[src/hw/rtl/snu_pkg.sv]
// ----------------------------------------------------------------------------
// snu_pkg
// Shared widths, constants and types for the surface normal unit.
// ----------------------------------------------------------------------------
package snu_pkg;

   localparam int CompW       = 12;   // Q2.10 input component
   localparam int ProdW       = 24;   // product of two components
   localparam int CrossW      = 25;   // cross product component
   localparam int SqW         = 48;   // squared length
   localparam int RootW       = 24;   // floor square root of SqW bits
   localparam int RemW        = 26;   // partial remainder width
   localparam int QuotW       = 15;   // quotient, up to UnitOne
   localparam int OutW        = 16;   // Q1.14 output component
   localparam int UnitOne     = 16384;
   localparam int QueueDepth  = 8;
   localparam int QueueAw     = 3;
   localparam int CountW      = 4;    // holds 0..QueueDepth
   localparam int FlightW     = 3;    // holds 0..FrontStages
   localparam int FrontStages = 4;
   localparam int SqrtStages  = 24;
   localparam int DivStages   = 15;
   localparam int Lanes       = 3;

   // classified item handed from the front part to the back part
   typedef struct packed {
      logic signed [CrossW-1:0] c_x;
      logic signed [CrossW-1:0] c_y;
      logic signed [CrossW-1:0] c_z;
      logic [SqW-1:0]           sq_len;
      logic                     degenerate;
   } job_type;

   typedef struct packed {
      logic    valid;
      job_type job;
   } push_type;

endpackage

[src/hw/rtl/snu_queue.sv]
// ----------------------------------------------------------------------------
// snu_queue
// Short first-in first-out queue between the front and back parts.
// ----------------------------------------------------------------------------
module snu_queue (
   input  logic                          clock,
   input  logic                          reset,
   input  snu_pkg::push_type             push,
   input  logic                          pop,
   output snu_pkg::push_type             head,
   output logic [snu_pkg::CountW-1:0]    count
);
   import snu_pkg::*;

   job_type              mem_ff [QueueDepth];
   logic [QueueAw-1:0]   wr_ptr_ff, rd_ptr_ff;
   logic [CountW-1:0]    count_ff, count_in;
   logic                 do_pop;

   assign do_pop = pop && (count_ff != '0);

   always_comb begin
      count_in = count_ff;
      if (push.valid && !do_pop) begin
         count_in = count_ff + 1'b1;
      end else if (!push.valid && do_pop) begin
         count_in = count_ff - 1'b1;
      end
   end

   // pointers and fill count
   always_ff @(posedge clock) begin
      if (reset) begin
         wr_ptr_ff <= '0;
         rd_ptr_ff <= '0;
         count_ff  <= '0;
      end else begin
         if (push.valid) wr_ptr_ff <= wr_ptr_ff + 1'b1;
         if (do_pop)     rd_ptr_ff <= rd_ptr_ff + 1'b1;
         count_ff <= count_in;
      end
   end

   // storage
   always_ff @(posedge clock) begin
      if (push.valid) begin
         mem_ff[wr_ptr_ff] <= push.job;
      end
   end

   assign head.valid = (count_ff != '0);
   assign head.job   = mem_ff[rd_ptr_ff];
   assign count      = count_ff;

endmodule

[config.mk]
export PLATFORM = sky130hd
export DESIGN_NAME = snu_queue
export DESIGN_NICKNAME = d
export VERILOG_FILES = /design/src/hw/rtl/snu_pkg.sv /design/src/hw/rtl/snu_queue.sv
export SDC_FILE = /design/constraint.sdc
export NUM_CORES = 1
export LEC_CHECK = 0
export ABC_AREA = 1
export BUFFER_PORTS_ARGS = -buffer_cell sky130_fd_sc_hd__buf_2
export CELL_PAD_IN_SITES_DETAIL_PLACEMENT = 0
export CELL_PAD_IN_SITES_GLOBAL_PLACEMENT = 1
export CORE_MARGIN = 4
export CORE_UTILIZATION = 44
export CTS_CLUSTER_SIZE = 40
export DETAILED_ROUTE_END_ITERATION = 6
export PLACE_DENSITY = 0.79
export SLEW_MARGIN = 20
export SYNTH_ARGS = -nofsm -noshare
export SYNTH_HDL_FRONTEND = slang
export SYNTH_SLANG_ARGS = --single-unit
[constraint.sdc]
create_clock -name clock -period 7.3 [get_ports clock]
set_input_delay 1.46 -clock clock [delete_from_list [all_inputs] [get_ports clock]]
set_output_delay 1.46 -clock clock [all_outputs]
set_load 0.02 [all_outputs]
Word-level counts from Yosys, hierarchy flattened

Memories as Yosys holds them, arrays and structs flattened. A register that Yosys moved wholly into a read port is not among the register bits.
Cells that the tools add are included.

Multiplexer cells: 6
Bitwise gates (word level): 0
Multipliers: 0
Divide/modulo/power cells: 0
Shifts and indexed selects: 0
Reduce and logical (&&, ||, !) cells: 7
Order comparisons: 0
$add $sub $neg: 4
Eq/ne operators: 0

Operator list:

| kind                                              | count |
|---|---|
| two-way mux 4 bit                                 | 2 |
| adder 3 x 1 -> 3 bit (second input constant)      | 2 |
| two-way mux 3 bit                                 | 2 |
| adder 4 x 1 -> 4 bit (second input constant)      | 1 |
| nonzero test 4 bit                                | 1 |
| subtractor 4 x 1 -> 4 bit (second input constant) | 1 |
| logical AND 1 bit                                 | 3 |
| logical NOT 1 bit                                 | 2 |
| two-way mux 1 bit                                 | 2 |
| nonzero test 2 bit                                | 1 |

Memories kept: 1
Logic and storage cells: 21
Bits in latches: 0
Input bits: 128
Bits in writable memories: 992
Flip-flop bits (word level): 10
Memory bits (read-only): 0

Memory list:

| name   | depth | bits a word | rd ports | clocked after Yosys merged registers in | wr ports | RTL line        | source |
|---|---|---|---|---|---|---|---|
| mem_ff | 8     | 124         | 1        | 1                                       | 1        | snu_queue.sv:15 | `job_type mem_ff [QueueDepth];` |

Logic depth before layout (Yosys ltp)

Word-level depth: 5
Mapped depth: 13
Gate-level depth less buffers: 13

Worst setup path after synthesis

Ideal clock, no wire load.

Kind: input-to-reg
Start: input push[124] (netlist bit)
End: memory mem_ff[0][0] (netlist bit), enable pin
Setup time: 0.608 ns
Slack: -0.291 ns
Path buffers: 0
Cell stages on the path: 3
Required time: 6.692 ns
Arrival: 6.983 ns
Path through: inv_1 > or2_2 > nor2_1

Word-level cells in the longest chain between the ends: 2

Ends and longest elaborated chain:

| item                                    | RTL line        | source |
|---|---|---|
| start: declaration                      | snu_queue.sv:8  | `input snu_pkg::push_type push,` |
| two-way mux 1 bit                       | snu_queue.sv:46 | `if (push.valid) begin` |
| two-way mux 1 bit (implied by the code) | snu_queue.sv:47 | `mem_ff[wr_ptr_ff] <= push.job;` |
| end: declaration                        | snu_queue.sv:15 |  |

No other way between the ends.

==> flow_summary_export.csv <==
group,metric,value,unit
die,die_x,309,um
status,outcome,"complete, but fails checks",
timing,fin_ws,2.19,ns
clock_network,cts_tree,"yes",
timing,maxSlewViolCount,0,
die,die_y,309,um
timing,skew,0.0223,ns
grt,grt.total_usage,0.188,
cells_and_area,drive_gt1_frac,0.119,
grt,grt_pass1_vias,23927,
critical_path,crit_required,5.84,ns
min_path,hp-class,"flip-flop to flip-flop",
die,ios,257,
die,coreArea,90000,um2
status,violations,"design-rule violations",
cells_and_area,final_cells,4855,
power,power.density,333,nW/um2
timing,relSlewSlack,0.270,
critical_path,crit_arrival,3.65,ns
detailed_routing,wl_per_cell,18.7,um
detailed_routing,vias_per_cell,5.09,
grt,grt-ovfl-total,0,
timing,worst_pin_slew,1.10,ns
detailed_routing,drc,6,
detailed_routing,route.vias.total,24696,
clock_network,cts_buffer_depth,3,
power,p_total,15.2,mW
logic_synthesis,synth-seq-cells,1005,
clock_network,root_buffer,"clkbuf_16",
cells_and_area,syn_to_final_growth,14.3,%
logic_synthesis,seq_area_frac_synth,0.752,
grt,antenna_found_initial,21,
place,io_buffers,256,
timing,period_minus_slack,5.11,ns
logic_synthesis,synth_xor_xnor_area_share,0.000438,
logic_synthesis,synth.area.mux_share,0,
clock_network,path_clk_slew,0.06,ns
die,floorplan.initialDensity,0.444,
clock_network,cts_buffers,105,
die,row_count,110,
logic_synthesis,synth_top_family_by_area,"simple AND/OR/NAND/NOR gates",
grt,grt_pass1_wl,138000,um
power,p_leak,16.6,nW
timing,rsz0062_at_grt,"no",
clock_network,clock_latency,0.67,ns
power,ir_drop,0.243,mV
critical_path,endpoint_kind,"output pin",
logic_synthesis,netlist_instances,3382,
run,maxCapViolations,0,
logic_synthesis,synth.avg_cell_area,11.8,um2
logic_synthesis,synth_adder_area_share,0.00207,
logic_synthesis,yosys.area_share.simple,0.156,
timing,finalSetupViolations,0,
critical_path,path_max_fanout,156,
critical_path,start_kind,"flip-flop",
cells_and_area,finish.net_count,3711,
timing,hold_viol_final,0,
place,place_congestion,0.720,
detailed_routing,ant_nets,0,
timing,finalCritPeriodShare,0.699,
critical_path,crit_type,"flip-flop to output pin",
detailed_routing,wl,90800,um
clock_network,cts_sinks,1005,
clock_network,holdBufCountCts,0,
logic_synthesis,synth_fp_nets,3516,
logic_synthesis,synth_compound_gate_area_share,0.0637,
detailed_routing,drt_iter0_drc,1986,
grt,grt_max_degree,213,
place,placedCellCount,4646,
timing,max_freq,0.196,GHz
clock_network,htreeDepth,3,
logic_synthesis,synth_area,40000,um2
clock_network,postCtsSetupBuffers,0,
detailed_routing,firstDrtPassIters,7,
place,dp_hpwl,42800,um
logic_synthesis,synth_cell_types,18,
die,dieArea,95700,um2
timing,final.setup.tns,0,ns
clock_network,post_cts_resized,0,
logic_synthesis,yosysWarnings,0,
cells_and_area,fillCellCount,7810,
place,dpl_worst_slack,2.81,ns
path summary, 6_finish.rpt:
kind                      from            end  slack, ns  depth (start not counted)
setup / recovery     flip-flop       head[36]       2.19                          9
hold / removal    rd_ptr_ff[1]      flip-flop       0.49                          2
setup reg to reg  wr_ptr_ff[0]  mem_ff[4][77]       4.70                          3
hold reg to reg   rd_ptr_ff[1]      flip-flop       0.49                          2
cells in the mapped netlist, drive strengths merged:
cell / n / area, um2
ha: 5 / 62.6
edfxtp: 992 / 29800
fa: 1 / 20.0
o21ai: 501 / 2510
nor2: 1008 / 3780
clkbuf: 46 / 173
dfxtp: 13 / 260
inv: 14 / 52.6
buf: 145 / 826
xor2: 2 / 17.5
nand3: 6 / 30.0
a21oi: 8 / 40.0
nand2: 639 / 2400
or2: 2 / 12.5
where the power goes:
part,total [mW],internal (mW),switching [mW]
Clock,5.31,3.17,2.14
Combinational,3.31,0.966,2.34
Sequential,6.58,6.49,0.0849
flip-flops by register name, summed over array words and instances (netlist names), named ones only:
register   count
count          4
mem_ff       992
rd_ptr_ff      3
wr_ptr_ff      3
area by class of cell:
type	count	area, um2	area share
Sequential cell	1005	30100	0.658
Multi-Input combinational cell	2172	8930	0.196
Clock buffer	122	2730	0.0599
Timing Repair Buffer	279	1630	0.0357
Tap cell	1176	1470	0.0322
Clock inverter	74	742	0.0162
Inverter	14	72.6	0.00159
Antenna cell	13	32.5	0.000712
placed cells by master (no fill, tap or decap):
cell type and instances:
clkinvlp_4 4, dfxtp_4 3, o21ai_1 439, clkinv_2 10, inv_1 11, clkbuf_16 107
clkinv_1 38, clkbuf_1 15, inv_6 4, buf_2 256, nand2_1 639, a21oi_1 8
ha_1 5, bufinv_16 14, buf_4 9, xor2_1 2, dfxtp_1 10, nor2_1 1000
fa_1 1, diode_2 13, edfxtp_1 992, nor2_4 8, o21ai_0 62, nand3_1 6
or2_2 2, buf_12 14, clkinv_4 1, inv_8 3, clkinv_8 2, inv_16 1
cell families after synthesis:
| group | after synthesis |
|---|---|
| XOR/XNOR | 2 |
| adder cells (fa/ha/maj) | 6 |
| flip-flops | 1005 |
| buffers and inverters | 205 |
| AND/OR/NAND/NOR | 1655 |
| AO/OA/AOI/OAI | 509 |
per-stage QoR:
| stage | instance area, um2 | util | hold WS, ns |
|---|---|---|---|
| after floorplan | 40000 | - | 0.450 |
| after global placement | 42200 | 0.468 | 0.473 |
| after detailed placement | 42200 | 0.468 | 0.472 |
| after CTS | 45600 | 0.507 | 0.489 |
| after global routing | 45700 | 0.507 | 0.526 |
| final | 45700 | 0.507 | 0.486 |
worst max-delay path: stages (launching register included):
cell     delay (ns)
dfxtp_4        0.84
buf_12         0.60
buf_4          0.68
nor2_1         0.12
nor2_1         0.10
o21ai_0        0.09
nand2_1        0.10
nand2_1        0.05
nand2_1        0.14
buf_2          0.17
layer usage:
layer  track usage  vias up  routed length, um
met3        0.0405      138               4920
met5             0        -                 97
met4        0.0497       14               1750
met2         0.315      561              43800
li1              -    12011                  -
met1         0.251    11972              40200
(Power assumes the default switching activity.)
